$ cat src/sv/taramp_pkg.sv
`default_nettype none

package taramp_pkg;

    localparam int ANGLE_BITS = 16;
    localparam int FRAME_BITS = 16;

    // lane datapath widths
    localparam int MAG_BITS  = ANGLE_BITS + 1;
    localparam int PROD_BITS = MAG_BITS + FRAME_BITS;
    localparam int STEP_BITS = $clog2(PROD_BITS + 1);

    // configuration port
    localparam int NUM_REGS   = 6;
    localparam int ADDR_BITS  = $clog2(4 * NUM_REGS);
    localparam int INDEX_BITS = ADDR_BITS - 2;
    localparam int DATA_BITS  = 32;

    localparam logic [INDEX_BITS-1:0] REG_JOINT_PRESENT = INDEX_BITS'(0);
    localparam logic [INDEX_BITS-1:0] REG_LIMITS_VALID  = INDEX_BITS'(1);
    localparam logic [INDEX_BITS-1:0] REG_X_MIN         = INDEX_BITS'(2);
    localparam logic [INDEX_BITS-1:0] REG_X_MAX         = INDEX_BITS'(3);
    localparam logic [INDEX_BITS-1:0] REG_Y_MIN         = INDEX_BITS'(4);
    localparam logic [INDEX_BITS-1:0] REG_Y_MAX         = INDEX_BITS'(5);

    localparam logic [1:0] FUNC_TICK  = 2'd0;
    localparam logic [1:0] FUNC_SET   = 2'd1;
    localparam logic [1:0] FUNC_RESET = 2'd2;
    localparam logic [1:0] FUNC_UNDEF = 2'd3;

    typedef logic signed [ANGLE_BITS-1:0] t_angle;
    typedef logic [FRAME_BITS-1:0]        t_frame;

    typedef struct packed {
        logic [1:0] func;
        t_angle     angle_x_in;
        t_angle     angle_y_in;
        t_frame     ramp_frames;
    } t_in;

    typedef struct packed {
        t_angle angle_x_now;
        t_angle angle_y_now;
        logic   finished;
        logic   changed;
        logic   rotate;
    } t_out;

    // sequencer to merge stage
    typedef struct packed {
        logic   zero_angles;
        logic   rot_en;
        t_frame count;
        t_frame total;
    } t_mrg_ctl;

endpackage

`default_nettype wire

$ cat src/sv/two_axis_angle_ramp.sv
// channel   direction   handshake                  payload
// in        input       i_in_valid / o_in_stall    i_in  (taramp_pkg::t_in)
// out       output      o_out_valid / i_out_stall  o_out (taramp_pkg::t_out)
// cfg       input       psel / penable / pready    paddr, pwdata, prdata
//
// items are handled one at a time: accept, launch, a multiply and a restoring
// divide in each of the two axis lanes, then a finish, a handoff and a load
// reset is synchronous; ramp start, goal, count and total clear to zero, limits go to full range
// the in side stalls from the transfer until its result is loaded into the output
// register; a stalled out channel holds the next item off at that load

`default_nettype none

module two_axis_angle_ramp (
    input  wire logic                               i_clk,
    input  wire logic                               i_rst_n,
    input  wire logic                               i_in_valid,
    output logic                                    o_in_stall,
    input  wire taramp_pkg::t_in                    i_in,
    output logic                                    o_out_valid,
    input  wire logic                               i_out_stall,
    output taramp_pkg::t_out                        o_out,
    input  wire logic                               psel,
    input  wire logic                               penable,
    input  wire logic                               pwrite,
    input  wire logic [taramp_pkg::ADDR_BITS-1:0]   paddr,
    input  wire logic [taramp_pkg::DATA_BITS-1:0]   pwdata,
    output logic [taramp_pkg::DATA_BITS-1:0]        prdata,
    output logic                                    pready
);

    typedef enum logic [1:0] {
        ST_IDLE,
        ST_LAUNCH,
        ST_WAIT,
        ST_DELIVER
    } t_state;

    t_state              r_state;

    logic                r_joint;
    logic                r_limits;
    taramp_pkg::t_angle  r_x_min;
    taramp_pkg::t_angle  r_x_max;
    taramp_pkg::t_angle  r_y_min;
    taramp_pkg::t_angle  r_y_max;

    taramp_pkg::t_angle  r_start_x;
    taramp_pkg::t_angle  r_start_y;
    taramp_pkg::t_angle  r_goal_x;
    taramp_pkg::t_angle  r_goal_y;
    taramp_pkg::t_frame  r_count;
    taramp_pkg::t_frame  r_total;

    logic [1:0]          r_func;
    taramp_pkg::t_angle  r_new_x;
    taramp_pkg::t_angle  r_new_y;
    taramp_pkg::t_frame  r_new_total;

    logic                in_xfer;
    logic                cfg_wr;
    logic [taramp_pkg::INDEX_BITS-1:0] cfg_idx;
    logic                is_cmd;
    taramp_pkg::t_angle  clamp_x;
    taramp_pkg::t_angle  clamp_y;
    logic [taramp_pkg::FRAME_BITS:0]   count_inc;
    logic                lane_go;
    logic                x_done;
    logic                y_done;
    taramp_pkg::t_angle  x_angle;
    taramp_pkg::t_angle  y_angle;
    logic                mrg_ready;
    logic                mrg_load;
    taramp_pkg::t_mrg_ctl mrg_ctl;

    assign in_xfer    = i_in_valid && !o_in_stall;
    assign o_in_stall = r_state != ST_IDLE;
    assign cfg_wr     = psel && penable && pwrite && pready;
    assign cfg_idx    = paddr[taramp_pkg::ADDR_BITS-1:2];
    assign pready     = 1'b1;

    always_comb begin
        clamp_x = i_in.angle_x_in;
        clamp_y = i_in.angle_y_in;
        if (r_limits) begin
            if (clamp_x < r_x_min) clamp_x = r_x_min;
            if (clamp_x > r_x_max) clamp_x = r_x_max;
            if (clamp_y < r_y_min) clamp_y = r_y_min;
            if (clamp_y > r_y_max) clamp_y = r_y_max;
        end
    end

    assign count_inc = {1'b0, r_count} + (taramp_pkg::FRAME_BITS + 1)'(1);
    assign is_cmd    = (r_func == taramp_pkg::FUNC_SET) || (r_func == taramp_pkg::FUNC_RESET);

    always_comb begin
        case (cfg_idx)
            taramp_pkg::REG_JOINT_PRESENT: prdata = taramp_pkg::DATA_BITS'(r_joint);
            taramp_pkg::REG_LIMITS_VALID:  prdata = taramp_pkg::DATA_BITS'(r_limits);
            taramp_pkg::REG_X_MIN:         prdata = taramp_pkg::DATA_BITS'(r_x_min);
            taramp_pkg::REG_X_MAX:         prdata = taramp_pkg::DATA_BITS'(r_x_max);
            taramp_pkg::REG_Y_MIN:         prdata = taramp_pkg::DATA_BITS'(r_y_min);
            taramp_pkg::REG_Y_MAX:         prdata = taramp_pkg::DATA_BITS'(r_y_max);
            default:                       prdata = '0;
        endcase
    end

    always_ff @(posedge i_clk) begin
        if (!i_rst_n) begin
            r_joint  <= 1'b0;
            r_limits <= 1'b0;
            r_x_min  <= {1'b1, {(taramp_pkg::ANGLE_BITS-1){1'b0}}};
            r_x_max  <= {1'b0, {(taramp_pkg::ANGLE_BITS-1){1'b1}}};
            r_y_min  <= {1'b1, {(taramp_pkg::ANGLE_BITS-1){1'b0}}};
            r_y_max  <= {1'b0, {(taramp_pkg::ANGLE_BITS-1){1'b1}}};
        end else if (cfg_wr) begin
            case (cfg_idx)
                taramp_pkg::REG_JOINT_PRESENT: r_joint  <= pwdata[0];
                taramp_pkg::REG_LIMITS_VALID:  r_limits <= pwdata[0];
                taramp_pkg::REG_X_MIN: r_x_min <= pwdata[taramp_pkg::ANGLE_BITS-1:0];
                taramp_pkg::REG_X_MAX: r_x_max <= pwdata[taramp_pkg::ANGLE_BITS-1:0];
                taramp_pkg::REG_Y_MIN: r_y_min <= pwdata[taramp_pkg::ANGLE_BITS-1:0];
                taramp_pkg::REG_Y_MAX: r_y_max <= pwdata[taramp_pkg::ANGLE_BITS-1:0];
                default: begin
                end
            endcase
        end
    end

    always_ff @(posedge i_clk) begin
        if (!i_rst_n) begin
            r_state   <= ST_IDLE;
            r_start_x <= '0;
            r_start_y <= '0;
            r_goal_x  <= '0;
            r_goal_y  <= '0;
            r_count   <= '0;
            r_total   <= '0;
        end else begin
            case (r_state)
                ST_IDLE: begin
                    if (in_xfer) begin
                        r_func      <= i_in.func;
                        r_new_total <= i_in.ramp_frames;
                        if (i_in.func == taramp_pkg::FUNC_SET) begin
                            r_new_x <= clamp_x;
                            r_new_y <= clamp_y;
                        end else begin
                            r_new_x <= '0;
                            r_new_y <= '0;
                        end
                        if (i_in.func == taramp_pkg::FUNC_TICK && r_joint) begin
                            r_count <= (count_inc >= {1'b0, r_total})
                                     ? r_total : count_inc[taramp_pkg::FRAME_BITS-1:0];
                        end
                        r_state <= ST_LAUNCH;
                    end
                end
                ST_LAUNCH: begin
                    r_state <= ST_WAIT;
                end
                ST_WAIT: begin
                    if (x_done && y_done) begin
                        if (is_cmd) begin
                            r_start_x <= x_angle;
                            r_start_y <= y_angle;
                            r_goal_x  <= r_new_x;
                            r_goal_y  <= r_new_y;
                            r_count   <= '0;
                            r_total   <= r_new_total;
                        end
                        r_state <= ST_DELIVER;
                    end
                end
                ST_DELIVER: begin
                    if (mrg_ready) begin
                        r_state <= ST_IDLE;
                    end
                end
                default: begin
                    r_state <= ST_IDLE;
                end
            endcase
        end
    end

    assign lane_go  = r_state == ST_LAUNCH;
    assign mrg_load = (r_state == ST_DELIVER) && mrg_ready;

    always_comb begin
        mrg_ctl.zero_angles = is_cmd && (r_total == '0);
        mrg_ctl.rot_en      = (r_func == taramp_pkg::FUNC_TICK) && r_joint;
        mrg_ctl.count       = r_count;
        mrg_ctl.total       = r_total;
    end

    taramp_lane u_lane_x (
        .i_clk   (i_clk),
        .i_rst_n (i_rst_n),
        .i_go    (lane_go),
        .i_start (r_start_x),
        .i_goal  (r_goal_x),
        .i_count (r_count),
        .i_total (r_total),
        .o_done  (x_done),
        .o_angle (x_angle)
    );

    taramp_lane u_lane_y (
        .i_clk   (i_clk),
        .i_rst_n (i_rst_n),
        .i_go    (lane_go),
        .i_start (r_start_y),
        .i_goal  (r_goal_y),
        .i_count (r_count),
        .i_total (r_total),
        .o_done  (y_done),
        .o_angle (y_angle)
    );

    taramp_merge u_merge (
        .i_clk       (i_clk),
        .i_rst_n     (i_rst_n),
        .i_load      (mrg_load),
        .i_ctl       (mrg_ctl),
        .i_angle_x   (x_angle),
        .i_angle_y   (y_angle),
        .o_ready     (mrg_ready),
        .o_out_valid (o_out_valid),
        .i_out_stall (i_out_stall),
        .o_out       (o_out)
    );

endmodule

`default_nettype wire

$ cat src/sv/taramp_lane.sv
`default_nettype none

module taramp_lane (
    input  wire logic                  i_clk,
    input  wire logic                  i_rst_n,
    input  wire logic                  i_go,
    input  wire taramp_pkg::t_angle    i_start,
    input  wire taramp_pkg::t_angle    i_goal,
    input  wire taramp_pkg::t_frame    i_count,
    input  wire taramp_pkg::t_frame    i_total,
    output logic                       o_done,
    output taramp_pkg::t_angle         o_angle
);

    typedef enum logic [1:0] {
        L_IDLE,
        L_MUL,
        L_DIV,
        L_FIN
    } t_lane_state;

    t_lane_state                              r_state;
    logic                                     r_done;
    logic                                     r_neg;
    logic [taramp_pkg::MAG_BITS-1:0]          r_mag;
    taramp_pkg::t_angle                       r_start;
    taramp_pkg::t_frame                       r_count;
    taramp_pkg::t_frame                       r_total;
    logic [taramp_pkg::PROD_BITS-1:0]         r_num;
    logic [taramp_pkg::FRAME_BITS-1:0]        r_rem;
    logic [taramp_pkg::STEP_BITS-1:0]         r_step;
    taramp_pkg::t_angle                       r_angle;

    logic [taramp_pkg::MAG_BITS-1:0]          diff;
    logic [taramp_pkg::FRAME_BITS:0]          rem_sh;
    logic                                     ge;
    logic [taramp_pkg::MAG_BITS-1:0]          start_ext;
    logic [taramp_pkg::MAG_BITS-1:0]          sum;

    assign diff = {i_goal[taramp_pkg::ANGLE_BITS-1], i_goal}
                - {i_start[taramp_pkg::ANGLE_BITS-1], i_start};

    assign rem_sh = {r_rem, r_num[taramp_pkg::PROD_BITS-1]};
    assign ge     = rem_sh >= {1'b0, r_total};

    assign start_ext = {r_start[taramp_pkg::ANGLE_BITS-1], r_start};
    assign sum = r_neg ? start_ext - r_num[taramp_pkg::MAG_BITS-1:0]
                       : start_ext + r_num[taramp_pkg::MAG_BITS-1:0];

    always_ff @(posedge i_clk) begin
        if (!i_rst_n) begin
            r_state <= L_IDLE;
            r_done  <= 1'b0;
        end else begin
            case (r_state)
                L_IDLE: begin
                    if (i_go) begin
                        r_done  <= 1'b0;
                        r_neg   <= diff[taramp_pkg::MAG_BITS-1];
                        r_mag   <= diff[taramp_pkg::MAG_BITS-1] ? -diff : diff;
                        r_start <= i_start;
                        r_count <= i_count;
                        r_total <= i_total;
                        r_state <= L_MUL;
                    end
                end
                L_MUL: begin
                    r_num   <= taramp_pkg::PROD_BITS'(r_mag)
                             * taramp_pkg::PROD_BITS'(r_count);
                    r_rem   <= '0;
                    r_step  <= taramp_pkg::STEP_BITS'(taramp_pkg::PROD_BITS);
                    r_state <= L_DIV;
                end
                L_DIV: begin
                    // restoring division, one quotient bit per cycle
                    r_rem  <= ge ? taramp_pkg::FRAME_BITS'(rem_sh - {1'b0, r_total})
                                 : rem_sh[taramp_pkg::FRAME_BITS-1:0];
                    r_num  <= {r_num[taramp_pkg::PROD_BITS-2:0], ge};
                    r_step <= r_step - taramp_pkg::STEP_BITS'(1);
                    if (r_step == taramp_pkg::STEP_BITS'(1)) begin
                        r_state <= L_FIN;
                    end
                end
                L_FIN: begin
                    r_angle <= (r_total == '0) ? '0 : sum[taramp_pkg::ANGLE_BITS-1:0];
                    r_done  <= 1'b1;
                    r_state <= L_IDLE;
                end
                default: begin
                    r_state <= L_IDLE;
                end
            endcase
        end
    end

    assign o_done  = r_done && (r_state == L_IDLE);
    assign o_angle = r_angle;

endmodule

`default_nettype wire

$ cat src/sv/taramp_merge.sv
`default_nettype none

module taramp_merge (
    input  wire logic                   i_clk,
    input  wire logic                   i_rst_n,
    input  wire logic                   i_load,
    input  wire taramp_pkg::t_mrg_ctl   i_ctl,
    input  wire taramp_pkg::t_angle     i_angle_x,
    input  wire taramp_pkg::t_angle     i_angle_y,
    output logic                        o_ready,
    output logic                        o_out_valid,
    input  wire logic                   i_out_stall,
    output taramp_pkg::t_out            o_out
);

    logic              r_valid;
    taramp_pkg::t_out  r_out;
    taramp_pkg::t_out  n_out;
    logic              nonzero;

    always_comb begin
        n_out.angle_x_now = i_ctl.zero_angles ? '0 : i_angle_x;
        n_out.angle_y_now = i_ctl.zero_angles ? '0 : i_angle_y;
        nonzero           = (n_out.angle_x_now != '0) || (n_out.angle_y_now != '0);
        n_out.finished    = i_ctl.count >= i_ctl.total;
        n_out.changed     = !n_out.finished || nonzero;
        n_out.rotate      = i_ctl.rot_en && nonzero;
    end

    always_ff @(posedge i_clk) begin
        if (!i_rst_n) begin
            r_valid <= 1'b0;
        end else if (i_load) begin
            r_valid <= 1'b1;
        end else if (!i_out_stall) begin
            r_valid <= 1'b0;
        end
    end

    always_ff @(posedge i_clk) begin
        if (i_load) begin
            r_out <= n_out;
        end
    end

    assign o_ready     = !r_valid || !i_out_stall;
    assign o_out_valid = r_valid;
    assign o_out       = r_out;

endmodule

`default_nettype wire
$ cat config.mk
export PLATFORM = sky130hd
export DESIGN_NAME = two_axis_angle_ramp
export DESIGN_NICKNAME = d
export VERILOG_FILES = /design/src/sv/taramp_pkg.sv /design/src/sv/two_axis_angle_ramp.sv /design/src/sv/taramp_lane.sv /design/src/sv/taramp_merge.sv
export SDC_FILE = /design/constraint.sdc
export NUM_CORES = 2
export LEC_CHECK = 0
export BUFFER_PORTS_ARGS = -buffer_cell sky130_fd_sc_hd__buf_4
export CAP_MARGIN = 5
export CELL_PAD_IN_SITES_DETAIL_PLACEMENT = 1
export CELL_PAD_IN_SITES_GLOBAL_PLACEMENT = 1
export CORE_MARGIN = 2
export CORE_UTILIZATION = 25
export DETAILED_ROUTE_END_ITERATION = 8
export PLACE_DENSITY = 0.47
export SETUP_SLACK_MARGIN = 0.15
export SLEW_MARGIN = 20
export SYNTH_ARGS = -nofsm -noshare
export SYNTH_HDL_FRONTEND = slang
export SYNTH_HIERARCHICAL = 1
export SYNTH_SLANG_ARGS = --single-unit
$ cat constraint.sdc
create_clock -name i_clk -period 8.7 [get_ports i_clk]
set_input_delay 1.74 -clock i_clk [delete_from_list [all_inputs] [get_ports i_clk]]
set_output_delay 1.74 -clock i_clk [all_outputs]
set_load 0.02 [all_outputs]
; After elaboration in Yosys (flattened, before gate mapping)
; Index checks and enable logic that the tools add are counted.
[word_totals]
regBits = 530
inputBits = 94
[op_classes]
reduce_logical = 56
addsub = 13
n_mux = 43
magnitude_cmp = 8
n_eq_ne = 29
multipliers = 2
[op_table]
columns = op, count
row1 = $mux 16, 21
row2 = $pmux 32 s6, 1
row3 = $pmux 33 s2, 2
row4 = $pmux 16 s2, 3
row5 = $mul 17x16->33, 2
row6 = $sub 16x16->16, 4
row7 = $ge 17x16->1, 3
row8 = $logic_not 16->1, 3
row9 = $neg 17->17, 2
row10 = $sub 16x16->17, 2
row11 = $add 16x16->16, 2
row12 = $gt 16x16->1, 2
row13 = $lt 16x16->1, 2
row14 = $reduce_bool 16->1, 2
row15 = $reduce_and 2->1, 14
row16 = $pmux 2 s4, 3
row17 = $pmux 6 s2, 2
row18 = $add 16x1->17 const B, 1
row19 = $ge 16x16->1, 1
row20 = $reduce_and 3->1, 5
row21 = $eq 2x2->1 const B, 7
row22 = $ne 2x2->1 const B, 7
row23 = $eq 6x1->1 const B, 2
row24 = $mux 2, 6
row25 = other kinds (15), 52

; Depth between registers and ports, before layout
[logic_depth]
depth_word = 7
depth_mapped = 24
mapped_depth_nobuf = 23

; Cells and area by module
; The synthesis kept the hierarchy.
[modules_own_cells]
columns = module, cells_each, area_each_um2, n_inst
row1 = taramp_lane at u_lane_x, 1757, 16882.4, 1
row2 = taramp_lane at u_lane_y, 1709, 16678.5, 1
row3 = two_axis_angle_ramp, 1310, 11584.9, 1
row4 = taramp_merge, 144, 1783.0, 1

; Worst setup path before layout
; Ideal clock, no wire load.
[synth_path]
kind = register to register
from = register u_lane_y.r_count[1]
to = register u_lane_y/r_num[32] (netlist bit), data pin
arrival_time_ns = 6.089
setup_slack_ns = 2.351
t_required_ns = 8.440
setup_ns = 0.260
path_stages_with_launch = 22
synth_period_minus_slack_ns = 6.349
n_path_buf = 1
cell_sequence = edfxtp_1 > clkbuf_1 > nand2_1 > fa_1 > fa_1 > fa_1 > inv_1 > fa_1 > fa_1 > inv_1 > fa_1 > inv_1 > ha_1 > a21o_1 > a21o_1 > a21o_1 > a221oi_1 > o21ai_1 > a311oi_1 > o21ba_2 > xnor2_1 > mux2_2
[synth_via]
elab_chain_len = 2
[synth_lines]
columns = element, line_no
row1 = start: declaration, taramp_lane.sv:27  ; taramp_pkg::t_frame r_count;
row2 = start signal: assignment, taramp_lane.sv:62  ; r_count <= i_count;
row3 = $mul 17x16->33, taramp_lane.sv:69  ; * taramp_pkg::PROD_BITS'(r_count);
row4 = $pmux 33 s2, taramp_lane.sv:55  ; case (r_state)
row5 = end signal: assignment, taramp_lane.sv:68  ; r_num <= taramp_pkg::PROD_BITS'(r_mag)
row6 = end signal: assignment, taramp_lane.sv:78  ; r_num <= {r_num[taramp_pkg::PROD_BITS-2:0], ge};
row7 = end: declaration, taramp_lane.sv:29  ; logic [taramp_pkg::PROD_BITS-1:0] r_num;
; No other way between the ends.
; A chain may end at the register's enable or synchronous reset.

; Worst setup path after layout
; Same ends and word-level chain as after synthesis.

==> reports/qor.txt <==
DP Wirelength: 115000 um
Placed Instances: 7408
syn nets: 5854
CTS root buf: clkbuf_16
crit path cell chain: nand2_1 > fa_1 > fa_1 > fa_1 > inv_1 > fa_1 > fa_1 > inv_1 > fa_1 > inv_1 > ha_1 > a21o_1 > a21o_1 > a21o_1 > a221oi_1 > o21ai_1 > a311oi_1 > o21ba_2 > xnor2_1 > mux2_2
Syn. warnings: 6
Final period util: 85.6%
Syn-to-layout area delta: 13.1%
WL per Instance: 19.9 um
largest net degree at the start of global routing: 71
met1 Usage GRT: 20.9%
gr ovfl total: 0
Sequential Area: 0.0142 mm^2
post_cts resized: 0
Cell Area, Synth: 0.0469 mm^2
most used cell, CP: fa_1
CTS tree: built
Yosys cell types: 102
CP peak stage delay: 880 ps
Avg Cell Area, Syn: 9.54 um^2
data required time of the critical path: 9110 ps
Fill cells: 21471
H-tree levels: 3
Crit-path slowest cell: edfxtp_1
Clock Latency Late Sink: 690 ps
CP top delay family: adder cells
Max FO, Critical Path: 17
Layout Nets: 5921
IO Count: 164
number of synthesized flops with an enable pin: 359
final setup TNS: 0 ps
Die Y: 437 um
status: completed
Synth Flop Type: edfxtp_1
CTS max path bufs: 3
multi-input logic area: 0.0292 mm^2
worst slew pin tran: 1030 ps
Iter 0 DRT Violations: 1110
Hold Crit Class: register to register
ys async rst share: 0%
Worst Setup End Kind: register
Slew headroom: 31.4%
Via-to-Cell Ratio: 4.56
final setup fails: 0
Worst setup SP type: register
Routability Congestion: 0.795
GR Util met3: 2.12%
Hold Violations, Final: 0
Post-Synthesis Cells: 4920
Final min period: 7450 ps
Buf/Inv on CP: 3
Std-Cell Rows: 159
first-pass GRT wire length: 234000 um
Worst-path clk slew: 60 ps
Max Fclk: 134 MHz
FF+latch count, synth: 530
vias after detailed routing: 34428
IO buf count: 144
Final Slew Violations: 0
WL final: 150000 um
TritonCTS buffer count: 71
share of layout cells above drive strength 1: 7.97%
setup repair bufs after CTS: 0
GR peak layer: met2
final core utilization: 28.4%
Clock Skew: 40.4 ps
Die ar.: 0.191 mm^2
hold_buf cts: 0
drt drc: 0
DR pass1 iterations: 5
global-route usage over all layers: 15.9%
Die Width: 437 um
post-route insts no fill: 7543
worst path arrival time: 7860 ps
register area share after synthesis: 30.3%
grt met2 use: 27.6%
RSZ-0062 raised after global routing: no
clk sinks: 530
Antenna Nets Post-Route: 0
Initial Utilization: 25.1%
initial antenna violation count: 12
number of global-route vias before repair: 37651
core area: 0.187 mm^2
Crit Path Category: register to register
maxcap violations: 0
==> sequential cells by signal, indices dropped and copies added (netlist names), 17 cells and up <==
| register | flops |
|---|---|
| u_merge/o_out | 35 |
| u_lane_y/r_mag | 17 |
| u_lane_x/r_num | 33 |
| u_lane_x/r_mag | 17 |
| u_lane_y/r_num | 33 |
==> layer usage <==
metal  vias to the layer above  wire length [um]
li1                      16474                 -
met1                     17421             69500
met2                       393             73500
met3                       138              4310
met4                         2              3030
met5                         -                16
==> cell families after synthesis <==
kind of cell    count (synthesis)  synth area share, %
compound gates                777                 11.2
xor+xnor                      198                 3.70
fa+ha+maj                     840                 29.1
buf+inv                       925                 7.64
flops                         530                 30.3
mux                           102                 2.34
other cells                     1              0.00799
simple gates                 1547                 15.7
==> stage by stage <==
step                      instance area [um^2]  hold slack (ps)  setup slack, ps
after floorplan                          46900              430             2350
after global routing                     53100              467              896
after detailed placement                 50700              445             1310
after CTS                                53100              443             1210
final                                    53100              452             1250
after global placement                   50700              445             1270
==> Yosys cell counts, types with 106 or more instances <==
cell	number	area, um^2
a21boi_0	106	796
a21oi_1	168	841
and2_1	270	1690
clkbuf_1	171	642
dfxtp_1	171	3420
edfxtp_1	359	10800
fa_1	422	8450
ha_1	418	5230
inv_1	723	2710
nand2_1	739	2770
nor2_1	172	646
o21ai_0	134	671
xnor2_1	135	1180
==> layout by cell type (no fill, tap or decap), types with 31 or more instances in the layout <==
cell type	netlist	final
nand2_1	739	739
inv_1	723	723
fa_1	422	422
ha_1	418	416
edfxtp_1	359	359
and2_1	270	267
buf_4	18	192
dfxtp_1	171	171
a21oi_1	168	167
nor2_1	172	167
xnor2_1	135	135
o21ai_0	134	134
a21boi_0	106	106
clkbuf_16	0	74
mux2i_1	74	73
a21o_1	64	64
nor2b_1	64	64
nand3_1	63	63
xor2_1	63	63
nor3_1	57	56
o211ai_1	35	35
nor4_1	34	33
nand4_1	31	31
==> final timing paths <==
check / from / to / slack (ps) / depth (start not counted)
worst min register to register: r_start_y[3]$_SDFFE_PN0P_ / u_lane_y/r_start[3]$_DFFE_PP_ / 450 / 0
worst max register to register: u_lane_y/r_count[1]$_DFFE_PP_ / u_lane_y/r_num[32]$_DFFE_PP_ / 1250 / 20
worst max-delay path: u_lane_y/r_count[1]$_DFFE_PP_ / u_lane_y/r_num[32]$_DFFE_PP_ / 1250 / 20
worst min-delay path: r_start_y[3]$_SDFFE_PN0P_ / u_lane_y/r_start[3]$_DFFE_PP_ / 450 / 0
==> worst reg2reg max path: cells and delay by family (launching register included) <==
family,cells,cell delay (ps)
simple gates,1,190
fa+ha+maj,7,3460
xor+xnor,1,60
flops,1,880
buf+inv,3,160
compound gates,7,2150
mux,1,260
==> layout make-up <==
cell class / count / area share (%)
Sequential cell: 530 / 26.8
Antenna cell: 3 / 0.0141
Tap cell: 2495 / 5.88
Timing Repair Buffer: 193 / 2.74
Clock buffer: 97 / 3.71
Inverter: 726 / 5.13
Clock inverter: 34 / 0.735
Multi-Input combinational cell: 3465 / 55.0
Power is left out: the tool's default activity adds up to more than one toggle a clock period on the data nets, which glitch-free logic cannot reach.
